===== src/rtl/afc_pkg.sv =====
// Package for the autoranging frequency counter: field widths, reset values of the
// configuration registers, register indexes, result kinds and shared types.
// Used by every module of the block; depends on nothing.
package afc_pkg;

    localparam int EDGE_COUNT_BITS_DEF = 16;
    localparam int TICK_BITS_DEF       = 32;
    localparam int QUEUE_DEPTH_DEF     = 2;

    localparam int CFG_DATA_BITS  = 32;
    localparam int CFG_INDEX_BITS = 3;
    localparam int CLOCK_HZ_BITS  = 27;
    localparam int GATE_BITS      = 32;
    localparam int HZ_BITS        = 27;
    localparam int TIMEOUT_BITS   = 16;
    localparam int OFFSET_BITS    = 8;
    localparam int RANGE_BITS     = 3;

    localparam int EDGES_OUT_BITS = 16;
    localparam int TICKS_OUT_BITS = 32;
    localparam int FREQ_BITS      = 32;

    // 1000 fits in this many bits; a value times 1000 grows by at most this much.
    localparam int MILLI_BITS = 10;
    // Overflow of the tick counter's low half is counted in units of 65536 ticks.
    localparam int OVF_SHIFT  = 16;

    localparam logic [CLOCK_HZ_BITS-1:0] CLOCK_HZ_RESET          = 27'd20000000;
    localparam logic [GATE_BITS-1:0]     GATE_TICKS_RESET        = 32'd500000;
    localparam logic [HZ_BITS-1:0]       UPPER_HZ_RESET          = 27'd10000;
    localparam logic [HZ_BITS-1:0]       LOWER_HZ_RESET          = 27'd1000;
    localparam logic [TIMEOUT_BITS-1:0]  TIMEOUT_OVERFLOWS_RESET = 16'd80;
    localparam logic [OFFSET_BITS-1:0]   RESTART_OFFSET_RESET    = 8'd38;
    localparam logic [RANGE_BITS-1:0]    RANGE_MAX_RESET         = 3'd6;

    typedef enum logic [CFG_INDEX_BITS-1:0] {
        REG_CLOCK_HZ          = 3'd0,
        REG_GATE_TICKS        = 3'd1,
        REG_UPPER_HZ          = 3'd2,
        REG_LOWER_HZ          = 3'd3,
        REG_TIMEOUT_OVERFLOWS = 3'd4,
        REG_RESTART_OFFSET    = 3'd5,
        REG_RANGE_MAX         = 3'd6
    } cfg_reg_t;

    localparam logic KIND_MEASURE = 1'b0;
    localparam logic KIND_TIMEOUT = 1'b1;

    typedef enum logic [2:0] {
        BK_IDLE,
        BK_MUL,
        BK_SCALE,
        BK_DIV,
        BK_RANGE,
        BK_EMIT
    } back_state_t;

    // Range feedback from the arithmetic back end to the sampling front end.
    typedef struct packed {
        logic                  update;
        logic [RANGE_BITS-1:0] range;
    } range_fb_t;

    // A frequency threshold in Hz scaled to millihertz, as shifts and subtracts.
    function automatic logic [HZ_BITS+MILLI_BITS-1:0] hz_to_milli(
        input logic [HZ_BITS-1:0] hz
    );
        logic [HZ_BITS+MILLI_BITS-1:0] wide;
        wide = (HZ_BITS+MILLI_BITS)'(hz);
        return (wide << 10) - (wide << 4) - (wide << 3);
    endfunction

endpackage


===== src/rtl/afc_queue.sv =====
// Short register queue that carries work items from the sampling front end to the
// arithmetic back end. Generic in width and depth; uses afc_pkg only by import.
module afc_queue
    import afc_pkg::*;
#(
    parameter int DATA_BITS = 8,
    parameter int DEPTH     = QUEUE_DEPTH_DEF
)
(
    input  logic                 clk,
    input  logic                 rst_n,
    input  logic                 push,
    input  logic [DATA_BITS-1:0] push_data,
    output logic                 room,
    input  logic                 pop,
    output logic                 head_valid,
    output logic [DATA_BITS-1:0] head_data
);

    localparam int PTR_BITS   = (DEPTH > 1) ? $clog2(DEPTH) : 1;
    localparam int COUNT_BITS = $clog2(DEPTH + 1);

    logic [DATA_BITS-1:0]  entry_reg [DEPTH];
    logic [PTR_BITS-1:0]   wr_ptr_reg;
    logic [PTR_BITS-1:0]   wr_ptr_next;
    logic [PTR_BITS-1:0]   rd_ptr_reg;
    logic [PTR_BITS-1:0]   rd_ptr_next;
    logic [COUNT_BITS-1:0] count_reg;
    logic [COUNT_BITS-1:0] count_next;
    logic                  do_push;
    logic                  do_pop;

    assign room       = (count_reg != COUNT_BITS'(DEPTH));
    assign head_valid = (count_reg != '0);
    assign head_data  = entry_reg[rd_ptr_reg];

    always_comb
    begin
        do_push     = push && room;
        do_pop      = pop && head_valid;
        wr_ptr_next = wr_ptr_reg;
        rd_ptr_next = rd_ptr_reg;
        count_next  = count_reg;
        if (do_push)
        begin
            wr_ptr_next = (wr_ptr_reg == PTR_BITS'(DEPTH - 1)) ? '0 : wr_ptr_reg + 1'b1;
        end
        if (do_pop)
        begin
            rd_ptr_next = (rd_ptr_reg == PTR_BITS'(DEPTH - 1)) ? '0 : rd_ptr_reg + 1'b1;
        end
        if (do_push && !do_pop)
        begin
            count_next = count_reg + 1'b1;
        end
        else if (do_pop && !do_push)
        begin
            count_next = count_reg - 1'b1;
        end
    end

    always_ff @(posedge clk or negedge rst_n)
    begin
        if (!rst_n)
        begin
            wr_ptr_reg <= '0;
            rd_ptr_reg <= '0;
            count_reg  <= '0;
        end
        else
        begin
            wr_ptr_reg <= wr_ptr_next;
            rd_ptr_reg <= rd_ptr_next;
            count_reg  <= count_next;
        end
    end

    always_ff @(posedge clk)
    begin
        if (do_push)
        begin
            entry_reg[wr_ptr_reg] <= push_data;
        end
    end

    // The front end only pushes on an accepted item, and it accepts only with room.
    assert property (@(posedge clk) disable iff (!rst_n)
        push |-> (count_reg != COUNT_BITS'(DEPTH)))
        else $error("item pushed into a full queue");

endmodule


===== src/rtl/afc_front.sv =====
// Sampling front end: edge detection, tick and edge counters, gate and timeout
// decisions, range register. Depends on afc_pkg; feeds afc_queue.
module afc_front
    import afc_pkg::*;
#(
    parameter int EDGE_COUNT_BITS = EDGE_COUNT_BITS_DEF,
    parameter int TICK_BITS       = TICK_BITS_DEF,
    parameter int JOB_BITS        = 1 + 2 * RANGE_BITS + EDGE_COUNT_BITS + TICK_BITS
)
(
    input  logic                    clk,
    input  logic                    rst_n,
    input  logic                    sample_valid,
    output logic                    sample_ready,
    input  logic                    signal_level,
    input  logic [GATE_BITS-1:0]    gate_ticks,
    input  logic [TIMEOUT_BITS-1:0] timeout_overflows,
    input  logic [OFFSET_BITS-1:0]  restart_offset,
    output logic                    job_push,
    output logic [JOB_BITS-1:0]     job_data,
    input  logic                    job_room,
    input  range_fb_t               fb
);

    localparam int TW = (TICK_BITS > GATE_BITS) ? TICK_BITS : GATE_BITS;

    logic                       last_level_reg;
    logic                       last_level_next;
    logic                       armed_reg;
    logic                       armed_next;
    logic [TICK_BITS-1:0]       tick_count_reg;
    logic [TICK_BITS-1:0]       tick_count_next;
    logic [EDGE_COUNT_BITS-1:0] edge_count_reg;
    logic [EDGE_COUNT_BITS-1:0] edge_count_next;
    logic [RANGE_BITS-1:0]      range_setting_reg;
    logic [RANGE_BITS-1:0]      range_setting_next;
    logic                       pending_reg;
    logic                       pending_next;

    logic                       accept;
    logic                       falling;
    logic                       at_gate;
    logic                       timeout_hit;
    logic [TICK_BITS-1:0]       tick_inc;
    logic [EDGE_COUNT_BITS-1:0] edge_inc;
    logic                       job_kind;
    logic [RANGE_BITS-1:0]      job_after;
    logic [EDGE_COUNT_BITS-1:0] job_edges;
    logic [TICK_BITS-1:0]       job_ticks;

    // A measurement leaves the range open until the back end resolves it.
    assign sample_ready = !pending_reg && job_room;
    assign accept       = sample_valid && sample_ready;
    assign job_data     = {job_kind, range_setting_reg, job_after, job_edges, job_ticks};

    always_comb
    begin
        falling     = last_level_reg && !signal_level;
        edge_inc    = edge_count_reg + EDGE_COUNT_BITS'(falling);
        tick_inc    = tick_count_reg + 1'b1;
        at_gate     = TW'(tick_count_reg) >= TW'(gate_ticks);
        timeout_hit = (tick_inc[OVF_SHIFT-1:0] == '0)
                   && ((TW'(tick_inc) >> OVF_SHIFT) >= TW'(timeout_overflows))
                   && (range_setting_reg != '0);

        last_level_next    = last_level_reg;
        armed_next         = armed_reg;
        tick_count_next    = tick_count_reg;
        edge_count_next    = edge_count_reg;
        range_setting_next = range_setting_reg;
        pending_next       = pending_reg;
        job_push           = 1'b0;
        job_kind           = KIND_MEASURE;
        job_after          = range_setting_reg;
        job_edges          = edge_inc;
        job_ticks          = tick_count_reg;

        if (accept)
        begin
            last_level_next = signal_level;
            if (falling && !armed_reg)
            begin
                armed_next      = 1'b1;
                tick_count_next = '0;
                edge_count_next = '0;
            end
            else if (falling && at_gate)
            begin
                job_push        = 1'b1;
                pending_next    = 1'b1;
                tick_count_next = TICK_BITS'(restart_offset);
                edge_count_next = '0;
            end
            else if (timeout_hit)
            begin
                job_push           = 1'b1;
                job_kind           = KIND_TIMEOUT;
                job_ticks          = tick_inc;
                job_after          = range_setting_reg - 1'b1;
                range_setting_next = range_setting_reg - 1'b1;
                tick_count_next    = TICK_BITS'(restart_offset);
                edge_count_next    = '0;
            end
            else
            begin
                tick_count_next = tick_inc;
                edge_count_next = edge_inc;
            end
        end

        if (fb.update)
        begin
            range_setting_next = fb.range;
            pending_next       = 1'b0;
        end
    end

    always_ff @(posedge clk or negedge rst_n)
    begin
        if (!rst_n)
        begin
            last_level_reg    <= 1'b0;
            armed_reg         <= 1'b0;
            tick_count_reg    <= '0;
            edge_count_reg    <= '0;
            range_setting_reg <= '0;
            pending_reg       <= 1'b0;
        end
        else
        begin
            last_level_reg    <= last_level_next;
            armed_reg         <= armed_next;
            tick_count_reg    <= tick_count_next;
            edge_count_reg    <= edge_count_next;
            range_setting_reg <= range_setting_next;
            pending_reg       <= pending_next;
        end
    end

    assert property (@(posedge clk) disable iff (!rst_n)
        (job_push && job_kind == KIND_TIMEOUT) |-> (range_setting_reg != '0))
        else $error("timeout lowered the range below zero");

    assert property (@(posedge clk) disable iff (!rst_n)
        fb.update |-> pending_reg)
        else $error("range feedback without an outstanding measurement");

endmodule


===== src/rtl/afc_back.sv =====
// Arithmetic back end: edge count times clock rate, scaling to millihertz, a
// bit-serial restoring divider, range adjustment and the result register.
// Depends on afc_pkg; takes work items from afc_queue.
module afc_back
    import afc_pkg::*;
#(
    parameter int EDGE_COUNT_BITS = EDGE_COUNT_BITS_DEF,
    parameter int TICK_BITS       = TICK_BITS_DEF,
    parameter int JOB_BITS        = 1 + 2 * RANGE_BITS + EDGE_COUNT_BITS + TICK_BITS
)
(
    input  logic                       clk,
    input  logic                       rst_n,
    input  logic                       job_valid,
    input  logic [JOB_BITS-1:0]        job_data,
    output logic                       job_pop,
    input  logic [CLOCK_HZ_BITS-1:0]   clock_hz,
    input  logic [HZ_BITS-1:0]         upper_hz,
    input  logic [HZ_BITS-1:0]         lower_hz,
    input  logic [RANGE_BITS-1:0]      range_max,
    output range_fb_t                  fb,
    output logic                       result_valid,
    input  logic                       result_ready,
    output logic                       result_kind,
    output logic [EDGES_OUT_BITS-1:0]  edges_counted,
    output logic [TICKS_OUT_BITS-1:0]  ticks_elapsed,
    output logic [FREQ_BITS-1:0]       freq_millihertz,
    output logic [RANGE_BITS-1:0]      range_used,
    output logic [RANGE_BITS-1:0]      range_next
);

    localparam int PW  = EDGE_COUNT_BITS + CLOCK_HZ_BITS;
    localparam int DW  = PW + MILLI_BITS;
    localparam int KW  = HZ_BITS + MILLI_BITS;
    localparam int SB  = $clog2(DW);
    localparam int TW  = (TICK_BITS > TICKS_OUT_BITS) ? TICK_BITS : TICKS_OUT_BITS;
    localparam int EW  = (EDGE_COUNT_BITS > EDGES_OUT_BITS) ? EDGE_COUNT_BITS
                                                           : EDGES_OUT_BITS;

    back_state_t                state_reg;
    back_state_t                state_next;
    logic                       kind_reg;
    logic                       kind_next;
    logic [RANGE_BITS-1:0]      used_reg;
    logic [RANGE_BITS-1:0]      used_next;
    logic [RANGE_BITS-1:0]      after_reg;
    logic [RANGE_BITS-1:0]      after_next;
    logic [EDGE_COUNT_BITS-1:0] edges_reg;
    logic [EDGE_COUNT_BITS-1:0] edges_next;
    logic [TICK_BITS-1:0]       ticks_reg;
    logic [TICK_BITS-1:0]       ticks_next;
    logic [PW-1:0]              prod_reg;
    logic [PW-1:0]              prod_next;
    logic [KW-1:0]              upper_k_reg;
    logic [KW-1:0]              upper_k_next;
    logic [KW-1:0]              lower_k_reg;
    logic [KW-1:0]              lower_k_next;
    logic [DW-1:0]              dq_reg;
    logic [DW-1:0]              dq_next;
    logic [TICK_BITS-1:0]       rem_reg;
    logic [TICK_BITS-1:0]       rem_next;
    logic [SB-1:0]              step_reg;
    logic [SB-1:0]              step_next;
    logic [FREQ_BITS-1:0]       freq_reg;
    logic [FREQ_BITS-1:0]       freq_next;

    logic                       result_valid_reg;
    logic                       result_valid_next;
    logic                       result_kind_reg;
    logic [EDGES_OUT_BITS-1:0]  edges_counted_reg;
    logic [TICKS_OUT_BITS-1:0]  ticks_elapsed_reg;
    logic [FREQ_BITS-1:0]       freq_millihertz_reg;
    logic [RANGE_BITS-1:0]      range_used_reg;
    logic [RANGE_BITS-1:0]      range_next_reg;
    logic                       load_result;

    logic [TICK_BITS:0]         rem_shift;
    logic                       rem_ge;
    logic [DW-1:0]              prod_wide;
    logic [DW-1:0]              upper_cmp;
    logic [DW-1:0]              lower_cmp;
    logic                       above;
    logic                       below;
    logic [RANGE_BITS-1:0]      adjusted;
    logic [TW-1:0]              ticks_ext;
    logic [EW-1:0]              edges_ext;

    assign result_valid    = result_valid_reg;
    assign result_kind     = result_kind_reg;
    assign edges_counted   = edges_counted_reg;
    assign ticks_elapsed   = ticks_elapsed_reg;
    assign freq_millihertz = freq_millihertz_reg;
    assign range_used      = range_used_reg;
    assign range_next      = range_next_reg;

    always_comb
    begin
        rem_shift = {rem_reg, dq_reg[DW-1]};
        rem_ge    = rem_shift >= {1'b0, ticks_reg};
        prod_wide = DW'(prod_reg);
        upper_cmp = DW'(upper_k_reg);
        lower_cmp = DW'(lower_k_reg);
        ticks_ext = TW'(ticks_reg);
        edges_ext = EW'(edges_reg);

        if (ticks_reg == '0)
        begin
            above = 1'b1;
            below = 1'b0;
        end
        else
        begin
            above = (dq_reg > upper_cmp) || ((dq_reg == upper_cmp) && (rem_reg != '0));
            below = dq_reg < lower_cmp;
        end
        adjusted = used_reg;
        if (above && (adjusted < range_max))
        begin
            adjusted = adjusted + 1'b1;
        end
        if (below && (adjusted != '0))
        begin
            adjusted = adjusted - 1'b1;
        end

        state_next        = state_reg;
        kind_next         = kind_reg;
        used_next         = used_reg;
        after_next        = after_reg;
        edges_next        = edges_reg;
        ticks_next        = ticks_reg;
        prod_next         = prod_reg;
        upper_k_next      = upper_k_reg;
        lower_k_next      = lower_k_reg;
        dq_next           = dq_reg;
        rem_next          = rem_reg;
        step_next         = step_reg;
        freq_next         = freq_reg;
        job_pop           = 1'b0;
        fb                = '0;
        load_result       = 1'b0;
        result_valid_next = result_valid_reg && !result_ready;

        unique case (state_reg)
            BK_IDLE:
            begin
                if (job_valid)
                begin
                    job_pop    = 1'b1;
                    ticks_next = job_data[TICK_BITS-1:0];
                    edges_next = job_data[TICK_BITS +: EDGE_COUNT_BITS];
                    after_next = job_data[TICK_BITS+EDGE_COUNT_BITS +: RANGE_BITS];
                    used_next  = job_data[TICK_BITS+EDGE_COUNT_BITS+RANGE_BITS +: RANGE_BITS];
                    kind_next  = job_data[JOB_BITS-1];
                    freq_next  = '0;
                    state_next = (job_data[JOB_BITS-1] == KIND_TIMEOUT) ? BK_EMIT : BK_MUL;
                end
            end
            BK_MUL:
            begin
                prod_next    = PW'(edges_reg) * PW'(clock_hz);
                upper_k_next = hz_to_milli(upper_hz);
                lower_k_next = hz_to_milli(lower_hz);
                state_next   = BK_SCALE;
            end
            BK_SCALE:
            begin
                dq_next    = (prod_wide << 10) - (prod_wide << 4) - (prod_wide << 3);
                rem_next   = '0;
                step_next  = '0;
                state_next = (ticks_reg == '0) ? BK_RANGE : BK_DIV;
            end
            BK_DIV:
            begin
                // One quotient bit per cycle; the dividend shifts out as it comes in.
                rem_next  = rem_ge ? TICK_BITS'(rem_shift - {1'b0, ticks_reg})
                                   : rem_shift[TICK_BITS-1:0];
                dq_next   = {dq_reg[DW-2:0], rem_ge};
                step_next = step_reg + 1'b1;
                if (step_reg == SB'(DW - 1))
                begin
                    state_next = BK_RANGE;
                end
            end
            BK_RANGE:
            begin
                if ((ticks_reg == '0) || ((dq_reg >> FREQ_BITS) != '0))
                begin
                    freq_next = '1;
                end
                else
                begin
                    freq_next = dq_reg[FREQ_BITS-1:0];
                end
                after_next = adjusted;
                fb.update  = 1'b1;
                fb.range   = adjusted;
                state_next = BK_EMIT;
            end
            BK_EMIT:
            begin
                if (!result_valid_reg || result_ready)
                begin
                    load_result       = 1'b1;
                    result_valid_next = 1'b1;
                    state_next        = BK_IDLE;
                end
            end
            default:
            begin
                state_next = BK_IDLE;
            end
        endcase
    end

    always_ff @(posedge clk or negedge rst_n)
    begin
        if (!rst_n)
        begin
            state_reg        <= BK_IDLE;
            result_valid_reg <= 1'b0;
        end
        else
        begin
            state_reg        <= state_next;
            result_valid_reg <= result_valid_next;
        end
    end

    always_ff @(posedge clk)
    begin
        kind_reg    <= kind_next;
        used_reg    <= used_next;
        after_reg   <= after_next;
        edges_reg   <= edges_next;
        ticks_reg   <= ticks_next;
        prod_reg    <= prod_next;
        upper_k_reg <= upper_k_next;
        lower_k_reg <= lower_k_next;
        dq_reg      <= dq_next;
        rem_reg     <= rem_next;
        step_reg    <= step_next;
        freq_reg    <= freq_next;
        if (load_result)
        begin
            result_kind_reg     <= kind_reg;
            edges_counted_reg   <= edges_ext[EDGES_OUT_BITS-1:0];
            ticks_elapsed_reg   <= ((ticks_ext >> TICKS_OUT_BITS) != '0)
                                   ? '1 : ticks_ext[TICKS_OUT_BITS-1:0];
            freq_millihertz_reg <= freq_reg;
            range_used_reg      <= used_reg;
            range_next_reg      <= after_reg;
        end
    end

    assert property (@(posedge clk) disable iff (!rst_n)
        fb.update |-> (({1'b0, fb.range} <= {1'b0, used_reg} + 1'b1)
                    && ({1'b0, fb.range} + 1'b1 >= {1'b0, used_reg})))
        else $error("range moved by more than one step");

    assert property (@(posedge clk) disable iff (!rst_n)
        (result_valid && result_kind == KIND_TIMEOUT)
        |-> ((freq_millihertz == '0) && ({1'b0, range_next} + 1'b1 == {1'b0, range_used})))
        else $error("timeout result with a frequency or without a range drop");

    assert property (@(posedge clk) disable iff (!rst_n)
        job_pop |=> (state_reg != BK_IDLE))
        else $error("work item taken but back end stayed idle");

endmodule


===== src/rtl/autoranging_frequency_counter.sv =====
// Autoranging reciprocal frequency counter. The block takes one sample of the
// measured signal per item, normally one item every clock cycle. The first
// falling edge arms the counter; later falling edges are counted, and the first
// edge at which the elapsed tick count has reached gate_ticks closes the gate and
// yields a measurement item: edge count, elapsed ticks, frequency in millihertz
// (edges * clock_hz * 1000 / ticks, truncated and saturated to all ones) and the
// prescaler range before and after it is moved against upper_hz and lower_hz.
// A gate that runs through timeout_overflows overflows of 65536 ticks while the
// range is above zero yields a timeout item instead and lowers the range by one.
// After either result the tick count restarts at restart_offset. Rate: samples are
// taken every cycle except after a measurement edge, when the input holds off while
// the back end multiplies, scales, runs the bit-serial divider and moves the range,
// since the next sample may depend on the new range. The hold-off is longer when
// earlier items still occupy the back end, whose result register waits on
// result_ready. Timeout items do not hold off the input; they pass through a
// two-entry queue to the result register, and they stall the input only when that
// queue is full. Configuration registers are written through the plain write port
// and must only change while the block is idle.
// Depends on afc_pkg, afc_front, afc_queue and afc_back.
module autoranging_frequency_counter
    import afc_pkg::*;
#(
    parameter int EDGE_COUNT_BITS = EDGE_COUNT_BITS_DEF,
    parameter int TICK_BITS       = TICK_BITS_DEF
)
(
    input  logic                       clk,
    input  logic                       rst_n,
    input  logic                       cfg_write_en,
    input  logic [CFG_INDEX_BITS-1:0]  cfg_index,
    input  logic [CFG_DATA_BITS-1:0]   cfg_write_data,
    input  logic                       sample_valid,
    output logic                       sample_ready,
    input  logic                       signal_level,
    output logic                       result_valid,
    input  logic                       result_ready,
    output logic                       result_kind,
    output logic [EDGES_OUT_BITS-1:0]  edges_counted,
    output logic [TICKS_OUT_BITS-1:0]  ticks_elapsed,
    output logic [FREQ_BITS-1:0]       freq_millihertz,
    output logic [RANGE_BITS-1:0]      range_used,
    output logic [RANGE_BITS-1:0]      range_next
);

    // A work item holds kind, range before, range after, edge count and ticks.
    localparam int JOB_BITS = 1 + 2 * RANGE_BITS + EDGE_COUNT_BITS + TICK_BITS;

    logic [CLOCK_HZ_BITS-1:0] clock_hz_reg;
    logic [GATE_BITS-1:0]     gate_ticks_reg;
    logic [HZ_BITS-1:0]       upper_hz_reg;
    logic [HZ_BITS-1:0]       lower_hz_reg;
    logic [TIMEOUT_BITS-1:0]  timeout_overflows_reg;
    logic [OFFSET_BITS-1:0]   restart_offset_reg;
    logic [RANGE_BITS-1:0]    range_max_reg;

    logic                     job_push;
    logic [JOB_BITS-1:0]      job_push_data;
    logic                     job_room;
    logic                     job_pop;
    logic                     job_valid;
    logic [JOB_BITS-1:0]      job_head_data;
    range_fb_t                range_fb;

    // Configuration registers. Writes to an index beyond the list are dropped.
    always_ff @(posedge clk or negedge rst_n)
    begin
        if (!rst_n)
        begin
            clock_hz_reg          <= CLOCK_HZ_RESET;
            gate_ticks_reg        <= GATE_TICKS_RESET;
            upper_hz_reg          <= UPPER_HZ_RESET;
            lower_hz_reg          <= LOWER_HZ_RESET;
            timeout_overflows_reg <= TIMEOUT_OVERFLOWS_RESET;
            restart_offset_reg    <= RESTART_OFFSET_RESET;
            range_max_reg         <= RANGE_MAX_RESET;
        end
        else if (cfg_write_en)
        begin
            unique case (cfg_index)
                REG_CLOCK_HZ:
                begin
                    clock_hz_reg <= cfg_write_data[CLOCK_HZ_BITS-1:0];
                end
                REG_GATE_TICKS:
                begin
                    gate_ticks_reg <= cfg_write_data[GATE_BITS-1:0];
                end
                REG_UPPER_HZ:
                begin
                    upper_hz_reg <= cfg_write_data[HZ_BITS-1:0];
                end
                REG_LOWER_HZ:
                begin
                    lower_hz_reg <= cfg_write_data[HZ_BITS-1:0];
                end
                REG_TIMEOUT_OVERFLOWS:
                begin
                    timeout_overflows_reg <= cfg_write_data[TIMEOUT_BITS-1:0];
                end
                REG_RESTART_OFFSET:
                begin
                    restart_offset_reg <= cfg_write_data[OFFSET_BITS-1:0];
                end
                REG_RANGE_MAX:
                begin
                    range_max_reg <= cfg_write_data[RANGE_BITS-1:0];
                end
                default:
                begin
                end
            endcase
        end
    end

    // Front end: counters, gate and timeout decisions, range register.
    afc_front #(
        .EDGE_COUNT_BITS (EDGE_COUNT_BITS),
        .TICK_BITS       (TICK_BITS),
        .JOB_BITS        (JOB_BITS)
    ) u_front (
        .clk               (clk),
        .rst_n             (rst_n),
        .sample_valid      (sample_valid),
        .sample_ready      (sample_ready),
        .signal_level      (signal_level),
        .gate_ticks        (gate_ticks_reg),
        .timeout_overflows (timeout_overflows_reg),
        .restart_offset    (restart_offset_reg),
        .job_push          (job_push),
        .job_data          (job_push_data),
        .job_room          (job_room),
        .fb                (range_fb)
    );

    // Queue between the halves so a stalled result need not stop sampling at once.
    afc_queue #(
        .DATA_BITS (JOB_BITS),
        .DEPTH     (QUEUE_DEPTH_DEF)
    ) u_queue (
        .clk        (clk),
        .rst_n      (rst_n),
        .push       (job_push),
        .push_data  (job_push_data),
        .room       (job_room),
        .pop        (job_pop),
        .head_valid (job_valid),
        .head_data  (job_head_data)
    );

    // Back end: multiply, scale, divide, move the range and hold the result.
    afc_back #(
        .EDGE_COUNT_BITS (EDGE_COUNT_BITS),
        .TICK_BITS       (TICK_BITS),
        .JOB_BITS        (JOB_BITS)
    ) u_back (
        .clk             (clk),
        .rst_n           (rst_n),
        .job_valid       (job_valid),
        .job_data        (job_head_data),
        .job_pop         (job_pop),
        .clock_hz        (clock_hz_reg),
        .upper_hz        (upper_hz_reg),
        .lower_hz        (lower_hz_reg),
        .range_max       (range_max_reg),
        .fb              (range_fb),
        .result_valid    (result_valid),
        .result_ready    (result_ready),
        .result_kind     (result_kind),
        .edges_counted   (edges_counted),
        .ticks_elapsed   (ticks_elapsed),
        .freq_millihertz (freq_millihertz),
        .range_used      (range_used),
        .range_next      (range_next)
    );

endmodule


===== config.mk =====
export PLATFORM = sky130hd
export DESIGN_NAME = autoranging_frequency_counter
export DESIGN_NICKNAME = d
export VERILOG_FILES = /design/src/rtl/afc_pkg.sv /design/src/rtl/afc_queue.sv /design/src/rtl/afc_front.sv /design/src/rtl/afc_back.sv /design/src/rtl/autoranging_frequency_counter.sv
export SDC_FILE = /design/constraint.sdc
export NUM_CORES = 2
export LEC_CHECK = 0
export CORE_MARGIN = 2
export CORE_UTILIZATION = 65
export DETAILED_ROUTE_END_ITERATION = 8
export DONT_BUFFER_PORTS = 1
export PLACE_DENSITY = 0.81
export SETUP_SLACK_MARGIN = 0.1
export SYNTH_ARGS = -nofsm -noshare
export SYNTH_HDL_FRONTEND = slang
export SYNTH_HIERARCHICAL = 1
export SYNTH_SLANG_ARGS = --single-unit

===== constraint.sdc =====
create_clock -name clk -period 28.3 [get_ports clk]
set_clock_uncertainty 0.05 [all_clocks]
set_input_delay 5.66 -clock clk [delete_from_list [all_inputs] [get_ports clk]]
set_output_delay 5.66 -clock clk [all_outputs]
set_load 0.05 [all_outputs]

* Word level (Yosys, flattened, before mapping) *
Memory sizes are Yosys's and may differ from the RTL's.
Cells that the tools add are included.

storage, ports and cells
  memory bits (writable) = 110
  output and inout bits = 89
  memories = 1
  bits in latches = 0
  flip-flop bits (word level) = 584
  memory bits (read-only) = 0
  word-level logic and storage cells = 188

operators by class
  reductions and logical operators = 51
  $mul = 1
  $lt $le $gt $ge = 6
  add/subtract/negate cells = 17
  div/mod/pow operators = 0
  bitwise gates (word level) = 0
  mux-type cells = 58
  shifts and indexed selects = 0
  equality and inequality tests = 18

memories
  name               words  width  read ports  clocked after memory_dff  wr ports  line             RTL
  u_queue.entry_reg  2      55     1           0                         1         afc_queue.sv:23  logic [DATA_BITS-1:0] entry_reg [DEPTH];

operators by type and width
  operator                                                         number
  32-bit two-way mux                                               10
  32-bit one-hot mux with 2 select lines                           2
  53-bit one-hot mux with 2 select lines                           1
  37-bit by 30-bit subtractor with 37-bit output                   2
  37-bit by 31-bit subtractor with 37-bit output                   2
  53-bit by 37-bit equality test with 1-bit output                 1
  53-bit by 37-bit > comparator with 1-bit output                  1
  53-bit by 37-bit < comparator with 1-bit output                  1
  53-bit nonzero test                                              1
  53-bit by 46-bit subtractor with 53-bit output                   1
  53-bit by 47-bit subtractor with 53-bit output                   1
  16-bit two-way mux                                               3
  16-bit by 27-bit multiplier with 43-bit output                   1
  3-bit two-way mux                                                13
  33-bit by 32-bit >= comparator with 1-bit output                 1
  32-bit by 1-bit adder with 32-bit output, second input constant  1
  32-bit >= comparator                                             1
  32-bit logical NOT                                               1
  32-bit nonzero test                                              1
  32-bit subtractor                                                1
  1-bit two-way mux                                                23
  2-bit AND reduction                                              10
  3-bit one-hot mux with 6 select lines                            1
  16-bit by 1-bit adder with 16-bit output                         1
  other kinds (26)                                                 70

* Logic depth before layout (Yosys ltp) *
  depth after elaboration = 13
  gate-level depth with buffers = 26
  mapped depth without buffers = 24

* Hierarchy *
The synthesis kept the hierarchy.

modules (own cells, without submodules)
  module                         times used  area an instance (µm²)  seq. area each (µm²)  cells an instance
  afc_back                       1           38692.1                 11390.9               3848
  autoranging_frequency_counter  1           5385.2                  3544.6                301
  afc_front                      1           5220.0                  1351.3                637
  afc_queue                      1           4327.9                  3403.3                189

* Worst setup path after synthesis *
OpenSTA, ideal clock, no wires.

  path kind = input-to-reg
  start point = input result_ready
  end point = register u_back.edges_counted_reg[0], in the netlist u_back/edges_counted[0], enable pin
  library setup time = 542 ps
  required time = 27708 ps
  setup slack = 18046 ps
  arrival time = 9662 ps
  cell stages on the path = 2
  path through = nand2b_1 nor2b_1

on the way
  longest elaborated chain between the ends = 3

RTL lines
  what                    line                                 RTL
  start: declaration      autoranging_frequency_counter.sv:36  input logic result_ready,
  1-bit logical OR        afc_back.sv:202                      if (!result_valid_reg || result_ready)
  1-bit two-way mux       afc_back.sv:202
  1-bit two-way mux       afc_back.sv:144                      unique case (state_reg)
  net u_back.load_result  afc_back.sv:75                       logic load_result;
  end signal: assignment  afc_back.sv:247                      edges_counted_reg <= edges_ext[EDGES_OUT_BITS-1:0];
  end: declaration        afc_back.sv:70                       logic [EDGES_OUT_BITS-1:0] edges_counted_reg;

The timed path passes the listed nets, and every way through them passes these cells.
A chain may end at the register's enable or synchronous reset.

* Worst setup path after layout *
  start point = input sample_valid
  end point = memory u_queue/entry_reg[0][1] (netlist name) (data pin)

on the way
  longest elaborated chain between the ends = 2

RTL lines
  what                  line                                 RTL
  start: declaration    autoranging_frequency_counter.sv:32  input logic sample_valid,
  1-bit logical AND     afc_front.sv:53                      assign accept = sample_valid && sample_ready;
  32-bit two-way mux    afc_front.sv:78                      if (accept)
  net job_push_data[1]  autoranging_frequency_counter.sv:57  logic [JOB_BITS-1:0] job_push_data;
  end: declaration      afc_queue.sv:23

The timed path passes the listed nets, and every way through them passes these cells.

==> summary.md <==
| Metric | Value |
|---|---|
| CP Class | in -> reg |
| Setup ws final | between 15,000 and 20,000 ps |
| Cell taking the most area after synthesis | edfxtp_1 |
| First-pass GRT wire length | around 210 mm |
| CTS tree | built |
| Final ANT Viol Nets | 0 |
| Height of the die | 291 microns |
| Routability cong. | 0.972 |
| Maximum clock rate | 120 MHz |
| Sink Count | 688 |
| Unrepaired setup endpoints after global routing | no |
| Mapped Area | between 0.05 and 0.06 sq mm |
| Ports | 130 |
| # hold bufs at CTS | 0 |
| DRT Pass-1 Iters | 6 |
| Fillers | 5,835 |
| Fin crit share | 29.5% |
| Slew Limit Fails | 0 |
| WL final | 134 mm |
| Final Util | 69.7% |
| H-tree Lvls | 3 |
| Yosys top cell area share | 27.2% |
| Layout area overhead | 6.32% |
| R2R setup slack | 20,760 ps |
| Worst slew margin | 21.8% |
| Worst skew pair latency | 640 ps |
| Yosys reg bits | ~690 |
| Syn_nets | 5,853 |
| Max FO, Critical Path | 32 |
| GRT Overall Usage | 32.0% |
| Hpwl dp | 99.4 mm |
| Status | complete, no violations |
| CP endpoint kind | flip-flop |
| EDFF count, synth | 486 |
| Synth warn | 6 |
| Via density per instance | 6.20 |
| Starting Density | 65.5% |
| Fin Setup TNS | 0 ps |
| Maximum root-to-sink buffer count | 3 |
| Arrival time at the worst endpoint | 8680 ps |
| Core area | 0.0818 sq mm |
| Clock Tree Root | clkbuf_16 |
| WL/cell | 22.1 microns |
| WP data required | around 29,000 ps |
| Worst hold path type | reg -> reg |
| Max Cap Viol | 0 |
| Residual DRC | 0 |
| Vias | 37.5k |
| Largest net degree at the start of global routing | 203 |
| Nets | ~5.8k |
| Buffers on Ports | 0 |
| Setup bufs post-CTS | 0 |
| Syn avg cell area | 10.8 sq um |
| Worst-path clk slew | about 60 ps |
| Seq/Total Area, Yosys | 36.7% |
| Synth cell types | 109 |
| Final setup fails | 0 |
| Minimum clock period | between 8000 and 9000 ps |
| Num rows | 105 |
| # resized after CTS | 0 |
| Placed inst area | 0.0546 sq mm |
| Total CTS buffers | 74 |
| Ys flop type | edfxtp_1 |
| Async SR Flop Fraction | approximately 29% |
| Grt total ovfl | 0 |
| Fin area | 0.0570 sq mm |
| DRT iter0 DRCs | 3,936 |
| Largest register FFs | 110 |
| Die area | 0.0848 sq mm |
| Crit start category | input port |
| Hold Violations, Final | 0 |
| Antenna violations before repair | 2 |
| Number of global-route vias before repair | 37.7k |
| Worst-Margin Slew | 1160 ps |
| Cells after Synth | 4,975 |
| Layout cells sized above 1 | 9.62% |
| Dominant cells by area after synthesis | edfxtp_1 27%, fa_1 16%, ha_1 9.6% |
| Die width | 291 microns |
| Place WS | 19,420 ps |
==> Yosys cell counts, types with 61 or more instances <==
cell / instances
o21ai_0: 107
nor2_1: 204
and2_1: 210
xor2_1: 97
nand2_1: 442
edfxtp_1: 486
mux2_2: 140
dfrtp_1: 169
ha_1: 412
nand4_1: 61
a21oi_1: 226
nand3_1: 84
fa_1: 425
o21a_1: 68
clkbuf_1: 133
a21o_1: 122
xnor2_1: 137
inv_1: 704
==> cell usage in the layout (no fill, tap or decap), drive strengths merged, types with 17 or more instances in the layout <==
master,instances
or3,24
a21o,124
mux2i,35
nand4,62
nor2b,36
o21a,68
xnor2,137
o211ai,20
nor2,206
inv,714
clkinv,33
xor2,97
nand3,86
a31oi,59
o21ai,136
dfstp,33
nand2,443
and3,32
nand2b,27
and2,211
a22o,17
a21oi,232
fa,425
dfrtp,169
mux2,201
buf,49
edfxtp,486
ha,412
clkbuf,88
nor4,38
nor3,54
==> worst paths after layout <==
| check | cells past startpoint | end | startpoint |
|---|---|---|---|
| setup / recovery | 6 | u_queue/entry_reg[0][1] | sample_valid |
| hold / removal | 0 | u_back/freq_millihertz[6] | u_back/freq_reg[6] |
| setup reg to reg | 20 | u_back/prod_reg[42] | clock_hz_reg[4] |
| hold reg to reg | 0 | u_back/freq_millihertz[6] | u_back/freq_reg[6] |
| max in group asynchronous | 0 | gate_ticks_reg[16] | rst_n |
| min in group asynchronous | 0 | u_front/tick_count_reg[27] | rst_n |
==> critical path, stage by stage <==
cell	delay, ps
and2_1	750
o21ai_1	480
or3_1	440
buf_4	260
nor2_2	630
mux2_2	420
==> layout make-up <==
class	instances	area (sq um)	share of cell area (%)
diodes	3	7.51	0.0132
clock buffers	88	1940	3.40
clock inverters	50	475	0.834
inverters	704	2640	4.64
multi-input cells	3400	30600	53.6
flip-flops and latches	688	19700	34.5
well taps	1070	1340	2.35
repair buffers	49	368	0.645
==> through the flow <==
stage,hold WS (ps),std cells
3_5_place_dp,355,5911
4_1_cts,365,6049
6_report,364,6052
5_1_grt,368,6049
3_3_place_gp,353,5911
2_1_floorplan,350,4975
==> kinds of logic after synthesis <==
| kind of cell | Yosys count | synth area share [%] |
|---|---|---|
| AOI/OAI and AO/OA | 814 | 10.1 |
| xor gates and xnor gates | 234 | 3.82 |
| adders and majority gates | 837 | 25.5 |
| buffers and inverters | 887 | 6.50 |
| DFF | 688 | 36.7 |
| muxes | 236 | 5.29 |
| and+or+nand+nor | 1279 | 12.1 |
==> layer usage <==
metal  global-route usage (%)  share of wire, %  routed length [microns]
met1                     44.3                40                    54100
met2                     50.9                47                    62800
met3                     5.48               8.6                    11500
met4                     12.3               4.0                     5280
met5                        0                 0                        0
Power is left out: the tool's default activity adds up to more than one toggle a clock period on the data nets, which glitch-free logic cannot reach.
